==> src/sv/sfr_pkg.sv <==
`timescale 1ns / 1ps
`default_nettype none

package sfr_pkg;

  // Widths fixed by the register map and the stream fields
  localparam int BYTE_W          = 8;
  localparam int CFG_DATA_W      = 64;
  localparam int CFG_IDX_W       = 2;
  localparam int LEN_W           = 4;
  localparam int MAX_LEN_CAP     = CFG_DATA_W / BYTE_W;
  localparam int MAX_LEN_DEF     = 8;
  localparam int QUEUE_DEPTH_DEF = 2;
  localparam int SLOT_W          = $clog2(MAX_LEN_CAP);

  // Register indexes
  localparam logic [CFG_IDX_W-1:0] REG_PATTERN_BYTES = 2'd0;
  localparam logic [CFG_IDX_W-1:0] REG_PATTERN_LEN   = 2'd1;
  localparam logic [CFG_IDX_W-1:0] REG_REPL_BYTES    = 2'd2;
  localparam logic [CFG_IDX_W-1:0] REG_REPL_LEN      = 2'd3;

  typedef logic [BYTE_W-1:0] byte_t;

  // One output run: up to MAX_LEN_CAP bytes, emitted from slot 0 upward.
  // len == 0 with eos set is the empty end result.
  typedef struct packed {
    byte_t [MAX_LEN_CAP-1:0] bytes;
    logic [LEN_W-1:0]        len;
    logic                    eos;
  } job_t;

endpackage

`default_nettype wire

==> src/sv/sfr_ifs.sv <==
`timescale 1ns / 1ps
`default_nettype none

// Input text channel
interface sfr_in_if import sfr_pkg::*; ();
  logic              valid;
  logic              ready;
  logic [BYTE_W-1:0] data_byte;
  logic              has_byte;
  logic              end_of_stream;

  modport source (output valid, output data_byte, output has_byte, output end_of_stream,
                  input ready);
  modport sink   (input valid, input data_byte, input has_byte, input end_of_stream,
                  output ready);
endinterface

// Output text channel
interface sfr_out_if import sfr_pkg::*; ();
  logic              valid;
  logic              ready;
  logic [BYTE_W-1:0] out_byte;
  logic              byte_present;
  logic              run_last;
  logic              stream_done;

  modport source (output valid, output out_byte, output byte_present, output run_last,
                  output stream_done, input ready);
  modport sink   (input valid, input out_byte, input byte_present, input run_last,
                  input stream_done, output ready);
endinterface

`default_nettype wire

==> src/sv/sfr_front.sv <==
`timescale 1ns / 1ps
`default_nettype none

module sfr_front import sfr_pkg::*; #(
  parameter int MAX_LEN = MAX_LEN_DEF
) (
  input  wire logic                  clk,
  input  wire logic                  rst,
  input  wire logic                  cfg_we,
  input  wire logic [CFG_IDX_W-1:0]  cfg_index,
  input  wire logic [CFG_DATA_W-1:0] cfg_wdata,
  sfr_in_if.sink                     text_in,
  output job_t                       push_job,
  output logic                       push,
  input  wire logic                  q_full
);

  localparam int CW = $clog2(MAX_LEN + 1);

  // Configuration registers
  logic [CFG_DATA_W-1:0] pattern_bytes;
  logic [LEN_W-1:0]      pattern_len;
  logic [CFG_DATA_W-1:0] replacement_bytes;
  logic [LEN_W-1:0]      replacement_len;

  // Pending prefix
  byte_t                 window [MAX_LEN];
  logic [CW-1:0]         count;

  logic [CW-1:0]         plen;
  logic [LEN_W-1:0]      rlen;
  logic [CW-1:0]         cnt0;
  logic [CW-1:0]         c1;
  byte_t                 win_a [MAX_LEN];
  byte_t                 win_s [MAX_LEN];
  logic [MAX_LEN:0]      ok;
  logic [CW-1:0]         ksel;
  logic                  full_match;
  logic                  accept;
  logic                  has;
  logic                  eos;
  logic                  pat_write;

  assign text_in.ready = !q_full;
  assign accept        = text_in.valid && !q_full;
  assign has           = text_in.has_byte;
  assign eos           = text_in.end_of_stream;
  assign pat_write     = cfg_we && (cfg_index == REG_PATTERN_BYTES ||
                                    cfg_index == REG_PATTERN_LEN);

  // Effective lengths: zero acts as one, clamp to MAX_LEN
  always_comb begin
    if (pattern_len == '0) begin
      plen = CW'(1);
    end else if (pattern_len > LEN_W'(MAX_LEN)) begin
      plen = CW'(MAX_LEN);
    end else begin
      plen = pattern_len[CW-1:0];
    end
    if (replacement_len == '0) begin
      rlen = LEN_W'(1);
    end else if (replacement_len > LEN_W'(MAX_LEN)) begin
      rlen = LEN_W'(MAX_LEN);
    end else begin
      rlen = replacement_len;
    end
  end

  // Append the new byte to the pending window
  always_comb begin
    cnt0 = (count >= plen) ? '0 : count;
    c1   = has ? cnt0 + CW'(1) : cnt0;
    for (int i = 0; i < MAX_LEN; i++) begin
      win_a[i] = (has && CW'(i) == cnt0) ? text_in.data_byte : window[i];
    end
  end

  // ok[k]: window bytes from k up to c1 form a prefix of the pattern
  always_comb begin
    for (int k = 0; k <= MAX_LEN; k++) begin
      ok[k] = 1'b1;
      for (int i = 0; i < MAX_LEN; i++) begin
        if (k + i < MAX_LEN) begin
          if ((k + i) < int'(c1) &&
              win_a[k + i] != pattern_bytes[BYTE_W*i +: BYTE_W]) begin
            ok[k] = 1'b0;
          end
        end
      end
    end
  end

  // Smallest release count that leaves a valid prefix
  always_comb begin
    ksel = c1;
    for (int k = MAX_LEN; k >= 0; k--) begin
      if (ok[k]) begin
        ksel = CW'(k);
      end
    end
  end

  assign full_match = has && (c1 == plen) && ok[0];

  // Window after releasing ksel bytes
  always_comb begin
    for (int i = 0; i < MAX_LEN; i++) begin
      win_s[i] = '0;
      for (int j = 0; j < MAX_LEN; j++) begin
        if (j >= i && CW'(j - i) == ksel) begin
          win_s[i] = win_a[j];
        end
      end
    end
  end

  // Build the output run for this item
  always_comb begin
    for (int i = 0; i < MAX_LEN_CAP; i++) begin
      push_job.bytes[i] = '0;
      if (i < MAX_LEN) begin
        push_job.bytes[i] = full_match ? replacement_bytes[BYTE_W*i +: BYTE_W] : win_a[i];
      end
    end
    if (full_match) begin
      push_job.len = rlen;
    end else if (eos) begin
      push_job.len = LEN_W'(c1);
    end else begin
      push_job.len = LEN_W'(ksel);
    end
    push_job.eos = eos;
    push = accept && (push_job.len != '0 || eos);
  end

  // Configuration registers
  always_ff @(posedge clk) begin
    if (rst) begin
      pattern_bytes     <= '0;
      pattern_len       <= LEN_W'(1);
      replacement_bytes <= '0;
      replacement_len   <= LEN_W'(1);
    end else if (cfg_we) begin
      unique case (cfg_index)
        REG_PATTERN_BYTES: pattern_bytes     <= cfg_wdata;
        REG_PATTERN_LEN:   pattern_len       <= cfg_wdata[LEN_W-1:0];
        REG_REPL_BYTES:    replacement_bytes <= cfg_wdata;
        REG_REPL_LEN:      replacement_len   <= cfg_wdata[LEN_W-1:0];
      endcase
    end
  end

  // Pending count
  always_ff @(posedge clk) begin
    if (rst) begin
      count <= '0;
    end else if (pat_write) begin
      count <= '0;
    end else if (accept) begin
      count <= (eos || full_match) ? '0 : c1 - ksel;
    end
  end

  // Pending bytes
  always_ff @(posedge clk) begin
    if (accept) begin
      window <= win_s;
    end
  end

`ifndef SYNTH
  a_eos_clears: assert property (@(posedge clk) disable iff (rst)
    accept && eos |=> count == '0)
    else $error("pending bytes left after end of stream");

  a_count_below_plen: assert property (@(posedge clk) disable iff (rst)
    count < plen)
    else $error("pending count reached pattern length");

  a_empty_run_is_end: assert property (@(posedge clk) disable iff (rst)
    push && push_job.len == '0 |-> push_job.eos)
    else $error("empty run queued without end of stream");
`endif

endmodule

`default_nettype wire

==> src/sv/sfr_queue.sv <==
`timescale 1ns / 1ps
`default_nettype none

// Small job FIFO between front and back, DEPTH >= 2
module sfr_queue import sfr_pkg::*; #(
  parameter int DEPTH = QUEUE_DEPTH_DEF
) (
  input  wire logic clk,
  input  wire logic rst,
  input  wire logic push,
  input  wire job_t push_job,
  output logic      full,
  input  wire logic pop,
  output job_t      pop_job,
  output logic      empty
);

  localparam int PW = $clog2(DEPTH);
  localparam int FW = $clog2(DEPTH + 1);

  job_t          entries [DEPTH];
  logic [PW-1:0] wr_ptr;
  logic [PW-1:0] rd_ptr;
  logic [FW-1:0] fill;

  assign full    = (fill == FW'(DEPTH));
  assign empty   = (fill == '0);
  assign pop_job = entries[rd_ptr];

  // Pointers and fill level
  always_ff @(posedge clk) begin
    if (rst) begin
      wr_ptr <= '0;
      rd_ptr <= '0;
      fill   <= '0;
    end else begin
      if (push) begin
        wr_ptr <= (wr_ptr == PW'(DEPTH - 1)) ? '0 : wr_ptr + PW'(1);
      end
      if (pop) begin
        rd_ptr <= (rd_ptr == PW'(DEPTH - 1)) ? '0 : rd_ptr + PW'(1);
      end
      if (push && !pop) begin
        fill <= fill + FW'(1);
      end else if (pop && !push) begin
        fill <= fill - FW'(1);
      end
    end
  end

  // Storage
  always_ff @(posedge clk) begin
    if (push) begin
      entries[wr_ptr] <= push_job;
    end
  end

`ifndef SYNTH
  a_fill_bound: assert property (@(posedge clk) disable iff (rst)
    fill <= FW'(DEPTH))
    else $error("queue fill above depth");

  a_no_overflow: assert property (@(posedge clk) disable iff (rst)
    push |-> !full)
    else $error("push into full queue");

  a_no_underflow: assert property (@(posedge clk) disable iff (rst)
    pop |-> !empty)
    else $error("pop from empty queue");
`endif

endmodule

`default_nettype wire

==> src/sv/sfr_back.sv <==
`timescale 1ns / 1ps
`default_nettype none

module sfr_back import sfr_pkg::*; (
  input  wire logic clk,
  input  wire logic rst,
  input  wire job_t pop_job,
  input  wire logic empty,
  output logic      pop,
  sfr_out_if.source text_out
);

  job_t              cur;
  logic              cur_valid;
  logic [SLOT_W-1:0] idx;
  logic              last;
  logic              xfer;
  logic              take_next;

  assign last      = (cur.len == '0) || ({1'b0, idx} == cur.len - LEN_W'(1));
  assign xfer      = text_out.valid && text_out.ready;
  assign take_next = !cur_valid || (xfer && last);
  assign pop       = take_next && !empty;

  // Result fields from the current run
  assign text_out.valid        = cur_valid;
  assign text_out.byte_present = (cur.len != '0);
  assign text_out.out_byte     = (cur.len != '0) ? cur.bytes[idx] : '0;
  assign text_out.run_last     = last;
  assign text_out.stream_done  = cur.eos && last;

  // Current run and byte index
  always_ff @(posedge clk) begin
    if (rst) begin
      cur_valid <= 1'b0;
      idx       <= '0;
    end else if (take_next) begin
      cur_valid <= !empty;
      idx       <= '0;
    end else if (xfer) begin
      idx <= idx + SLOT_W'(1);
    end
  end

  always_ff @(posedge clk) begin
    if (pop) begin
      cur <= pop_job;
    end
  end

`ifndef SYNTH
  a_empty_result: assert property (@(posedge clk) disable iff (rst)
    text_out.valid && !text_out.byte_present |->
      text_out.run_last && text_out.stream_done && text_out.out_byte == '0)
    else $error("empty result not marked as end");

  a_done_is_last: assert property (@(posedge clk) disable iff (rst)
    text_out.valid && text_out.stream_done |-> text_out.run_last)
    else $error("stream end not on last result of run");

  a_idx_in_run: assert property (@(posedge clk) disable iff (rst)
    cur_valid && cur.len != '0 |-> {1'b0, idx} < cur.len)
    else $error("byte index past run length");
`endif

endmodule

`default_nettype wire

==> src/sv/stream_find_replace.sv <==
// Path: an item's run enters the job queue, then the back-end run register, before its
// first result can transfer. Throughput while the output is ready: one item per cycle
// while each item yields at most one result; longer runs leave one byte per cycle from
// that register, and the two-entry job queue lets the input run ahead until it fills.
// Reset (rst, synchronous): pending bytes, queue and output are emptied; the registers
// return to pattern 0 / length 1, replacement 0 / length 1.
`timescale 1ns / 1ps
`default_nettype none

module stream_find_replace import sfr_pkg::*; #(
  parameter int MAX_LEN     = MAX_LEN_DEF,
  parameter int QUEUE_DEPTH = QUEUE_DEPTH_DEF
) (
  input  wire logic                  clk,
  input  wire logic                  rst,
  input  wire logic                  cfg_we,
  input  wire logic [CFG_IDX_W-1:0]  cfg_index,
  input  wire logic [CFG_DATA_W-1:0] cfg_wdata,
  sfr_in_if.sink                     text_in,
  sfr_out_if.source                  text_out
);

  job_t push_job;
  job_t pop_job;
  logic push;
  logic pop;
  logic q_full;
  logic q_empty;

  // Front: match tracking and run building
  sfr_front #(
    .MAX_LEN (MAX_LEN)
  ) u_front (
    .clk       (clk),
    .rst       (rst),
    .cfg_we    (cfg_we),
    .cfg_index (cfg_index),
    .cfg_wdata (cfg_wdata),
    .text_in   (text_in),
    .push_job  (push_job),
    .push      (push),
    .q_full    (q_full)
  );

  // Run queue
  sfr_queue #(
    .DEPTH (QUEUE_DEPTH)
  ) u_queue (
    .clk      (clk),
    .rst      (rst),
    .push     (push),
    .push_job (push_job),
    .full     (q_full),
    .pop      (pop),
    .pop_job  (pop_job),
    .empty    (q_empty)
  );

  // Back: byte-by-byte emission
  sfr_back u_back (
    .clk      (clk),
    .rst      (rst),
    .pop_job  (pop_job),
    .empty    (q_empty),
    .pop      (pop),
    .text_out (text_out)
  );

endmodule

`default_nettype wire
==> src/flat_wrapper.sv <==
// flat-port wrapper written by rule: the top's interface ports become plain ports
module stream_find_replace_flat import sfr_pkg::*;
#(
  parameter int MAX_LEN     = MAX_LEN_DEF,
  parameter int QUEUE_DEPTH = QUEUE_DEPTH_DEF
)
  (clk, rst, cfg_we, cfg_index, cfg_wdata, text_in_valid, text_in_data_byte, text_in_has_byte, text_in_end_of_stream, text_in_ready, text_out_valid, text_out_out_byte, text_out_byte_present, text_out_run_last, text_out_stream_done, text_out_ready);
  sfr_in_if text_in_i ();
  sfr_out_if text_out_i ();
  input  wire logic clk;
  input  wire logic rst;
  input  wire logic cfg_we;
  input  wire logic [CFG_IDX_W-1:0] cfg_index;
  input  wire logic [CFG_DATA_W-1:0] cfg_wdata;
  input wire logic [$bits(text_in_i.valid)-1:0] text_in_valid;
  input wire logic [$bits(text_in_i.data_byte)-1:0] text_in_data_byte;
  input wire logic [$bits(text_in_i.has_byte)-1:0] text_in_has_byte;
  input wire logic [$bits(text_in_i.end_of_stream)-1:0] text_in_end_of_stream;
  output wire logic [$bits(text_in_i.ready)-1:0] text_in_ready;
  output wire logic [$bits(text_out_i.valid)-1:0] text_out_valid;
  output wire logic [$bits(text_out_i.out_byte)-1:0] text_out_out_byte;
  output wire logic [$bits(text_out_i.byte_present)-1:0] text_out_byte_present;
  output wire logic [$bits(text_out_i.run_last)-1:0] text_out_run_last;
  output wire logic [$bits(text_out_i.stream_done)-1:0] text_out_stream_done;
  input wire logic [$bits(text_out_i.ready)-1:0] text_out_ready;
  assign text_in_i.valid = text_in_valid;
  assign text_in_i.data_byte = text_in_data_byte;
  assign text_in_i.has_byte = text_in_has_byte;
  assign text_in_i.end_of_stream = text_in_end_of_stream;
  assign text_in_ready = text_in_i.ready;
  assign text_out_valid = text_out_i.valid;
  assign text_out_out_byte = text_out_i.out_byte;
  assign text_out_byte_present = text_out_i.byte_present;
  assign text_out_run_last = text_out_i.run_last;
  assign text_out_stream_done = text_out_i.stream_done;
  assign text_out_i.ready = text_out_ready;
  stream_find_replace #(.MAX_LEN(MAX_LEN), .QUEUE_DEPTH(QUEUE_DEPTH)) u_core (.clk(clk), .rst(rst), .cfg_we(cfg_we), .cfg_index(cfg_index), .cfg_wdata(cfg_wdata), .text_in(text_in_i), .text_out(text_out_i));
endmodule
==> config.mk <==
export PLATFORM = sky130hd
export DESIGN_NAME = stream_find_replace_flat
export DESIGN_NICKNAME = d
export VERILOG_FILES = /design/src/sv/sfr_pkg.sv /design/src/sv/sfr_ifs.sv /design/src/sv/sfr_front.sv /design/src/sv/sfr_queue.sv /design/src/sv/sfr_back.sv /design/src/sv/stream_find_replace.sv /design/src/flat_wrapper.sv
export SDC_FILE = /design/constraint.sdc
export NUM_CORES = 1
export LEC_CHECK = 0
export BUFFER_PORTS_ARGS = -buffer_cell sky130_fd_sc_hd__buf_4
export CORE_ASPECT_RATIO = 1.25
export CORE_UTILIZATION = 40
export DETAILED_ROUTE_END_ITERATION = 7
export HOLD_SLACK_MARGIN = 0.15
export PLACE_DENSITY = 0.55
export REMOVE_ABC_BUFFERS = 1
export SLEW_MARGIN = 20
export SYNTH_ARGS = -nofsm -noshare
export SYNTH_HDL_FRONTEND = slang
export SYNTH_HIERARCHICAL = 1
export SYNTH_SLANG_ARGS = --single-unit
==> constraint.sdc <==
create_clock -name clk -period 21.4 [get_ports clk]
set_input_delay 4.28 -clock clk [delete_from_list [all_inputs] [get_ports clk]]
set_output_delay 4.28 -clock clk [all_outputs]
set_load 0.01 [all_outputs]
==> results_dict.tcl <==
set metrics [dict create \
    start_util_pct 40.6 \
    busiest_layer "met2" \
    drv_cap 0 \
    max_freq_mhz 101 \
    netlist_instances 2650 \
    rsz0062_at_grt "false" \
    syn_to_final_growth_pct 11.0 \
    fin_tns_setup_ns 0 \
    dieArea_um2 62800 \
    cts_buffers 45 \
    outcome "complete, but fails checks" \
    dp_hpwl_um 77200 \
    top_level_ports 94 \
    use_met3_pct 5.46 \
    slew_headroom_pct 19.3 \
    use_met2_pct 54.4 \
    grt_pass1_vias 20500 \
    synthArstFlopShare_pct 0 \
    rows 101 \
    grt_pass1_wl_um 152000 \
    yosysUniqueCellTypes 98 \
    cts_resized 0 \
    firstDrtPassIters 8 \
    groute.usage.overall_pct 34.2 \
    vias 21600 \
    violations "design-rule violations" \
    nNetsFinal 2706 \
    grt_max_degree 86 \
    drt-wirelength-per-cell_um 31.3 \
    path_class "in -> reg" \
    avgSynthCellArea_um2 9.33 \
    clk_pin_slew_ns 0.06 \
    cp-start-kind "input port" \
    drc 1 \
    final_cell_mix "nand2_1 (359), a21oi_1 (303), edfxtp_1 (271)" \
    htree_levels 2 \
    setup_viol 0 \
    port_buffers 93 \
    cts_sinks 420 \
    synth-seq-cells 420 \
    grtUsageMet1_pct 43.5 \
    post_cts_buffers 0 \
    hold_violations 0 \
    arrival_ns 10.17 \
    fin_crit_ns 9.95 \
    gp_congestion 1.03 \
    clock_path_buffers 3 \
    ant_nets 0 \
    drive_above_1_share_pct 12.8 \
    finalWirelength_um 109000 \
    hold_path_class "reg -> reg" \
    synth_ff_type "edfxtp_1" \
    crit_fanout 57 \
    required_ns 21.62 \
    worstMarginPinSlew_ns 1.21 \
    finalClockSkew_ns 0.0349 \
    grt_remaining_overflow 0 \
    fin_crit_sh_pct 46.5 \
    end_kind "flop" \
    synth_edf_count 271 \
    ys.warnings.count 6 \
    viasPerCell 6.22 \
    fp.dieW_um 224 \
    cts.root.buffer_cell "clkbuf_16" \
    fp.dieH_um 280 \
    coreArea_um2 60900 \
    r2r_slack_ns 13.32 \
    cts_hold_buf 0 \
    clock_latency_ns 0.61 \
    antenna_found_initial 2 \
    cts_tree "built" \
    dr.first_iter.drc_count 2418 \
    slew_viol_final 0 \
    synth.yosys.seq_area_share_pct 45.0 \
    final_common_cell "nand2_1" \
    synth_area_um2 24700 \
]
[synthesized netlist by cell type (all sizes together) (18+ instances only)]
| cell type | number | area share (%) |
|---|---|---|
| nand2 | 360 | 5.5 |
| a21oi | 305 | 6.2 |
| edfxtp | 271 | 33 |
| xor2 | 235 | 8.3 |
| nor2 | 204 | 3.1 |
| clkbuf | 179 | 2.7 |
| dfxtp | 149 | 12 |
| xnor2 | 88 | 3.1 |
| o21ai | 80 | 1.6 |
| mux2 | 72 | 3.4 |
| nor4 | 68 | 1.7 |
| buf | 60 | 1.4 |
| inv | 50 | 0.77 |
| nand3 | 40 | 0.81 |
| and3 | 36 | 0.91 |
| nor3 | 34 | 0.73 |
| o22ai | 29 | 0.73 |
| mux2i | 28 | 1.1 |
| and2 | 23 | 0.59 |
| o211ai | 21 | 0.66 |
| nand4 | 20 | 0.51 |
| a21o | 18 | 0.55 |
| a22oi | 18 | 0.55 |
[per-stage QoR]
stage / worst slack [ns] / hold slack, ns / utilization, % / cells / instance area, µm²
after detailed placement: 10.94 / 0.449 / 42.6 / 3387 / 25900
after floorplan: 8.72 / 0.431 / - / 2411 / 23700
after global placement: 11.00 / 0.445 / 42.6 / 3386 / 25900
final: 11.45 / 0.455 / 45.1 / 3473 / 27400
after CTS: 11.56 / 0.458 / 45.0 / 3471 / 27400
after global routing: 11.15 / 0.471 / 45.1 / 3472 / 27400
[per-layer routing]
layer  up-vias  wire, µm
li1       9368         -
met1     10600     42800
met2      1241     49200
met3       361      8770
met4         4      7970
met5         -        27
[logic make-up (layout without fill, tap and decap cells)]
group,count (synthesis),count (layout),share of synthesized area (%)
other,0,1,0
adders and majority gates,14,14,0.739
muxes,116,116,6.22
and+or+nand+nor,864,864,16.1
buffers and inverters,295,293,5.00
AOI/OAI and AO/OA,618,618,15.5
DFF,420,420,45.0
xor gates and xnor gates,323,323,11.5
[flip-flops by register name, indices dropped and copies added, names as in the netlist, named ones only]
name,count
u_core/u_back/cur,69
u_core/u_back/idx,3
u_core/u_back/text_out.valid,1
u_core/u_front/count,4
u_core/u_front/pattern_bytes,64
u_core/u_front/pattern_len,4
u_core/u_front/replacement_bytes,64
u_core/u_front/replacement_len,4
u_core/u_front/window,64
u_core/u_queue/entries,138
u_core/u_queue/fill,2
u_core/u_queue/rd_ptr,1
u_core/u_queue/wr_ptr,1
[final timing paths]
kind,to,cells after the start,startpoint
max,u_core/u_queue/entries[0][64],17,text_in_has_byte
min,u_core/u_front/replacement_bytes[26],2,u_core/u_front/replacement_bytes[26]
max reg2reg,u_core/u_queue/entries[0][64],24,u_core/u_front/count[0]
min reg2reg,u_core/u_front/replacement_bytes[26],2,u_core/u_front/replacement_bytes[26]
[final cells by class]
class / instances / area [µm²]
multi-input combinational: 1935 / 12400
tap: 824 / 1030
antenna: 1 / 2.50
fill: 5970 / 33500
clock buffer: 57 / 1230
clock inverter: 27 / 263
sequential: 420 / 11100
timing repair buffer: 153 / 1150
inverter: 56 / 219
[worst max-delay path, stage by stage]
cell and delay, ns:
buf_4 0.18, and3_1 0.30, o211a_1 0.24, nand2_1 0.31
a21oi_1 0.71, o22ai_1 0.23, o41ai_1 0.37, o2111ai_1 0.31
or3_1 0.44, buf_4 0.30, a21o_1 0.22, buf_4 0.26
inv_2 0.40, or4_1 0.19, o31a_1 0.20, nor2b_4 0.41
buf_4 0.69
Power is left out: the tool's default activity adds up to more than one toggle a clock period on the data nets, which glitch-free logic cannot reach.
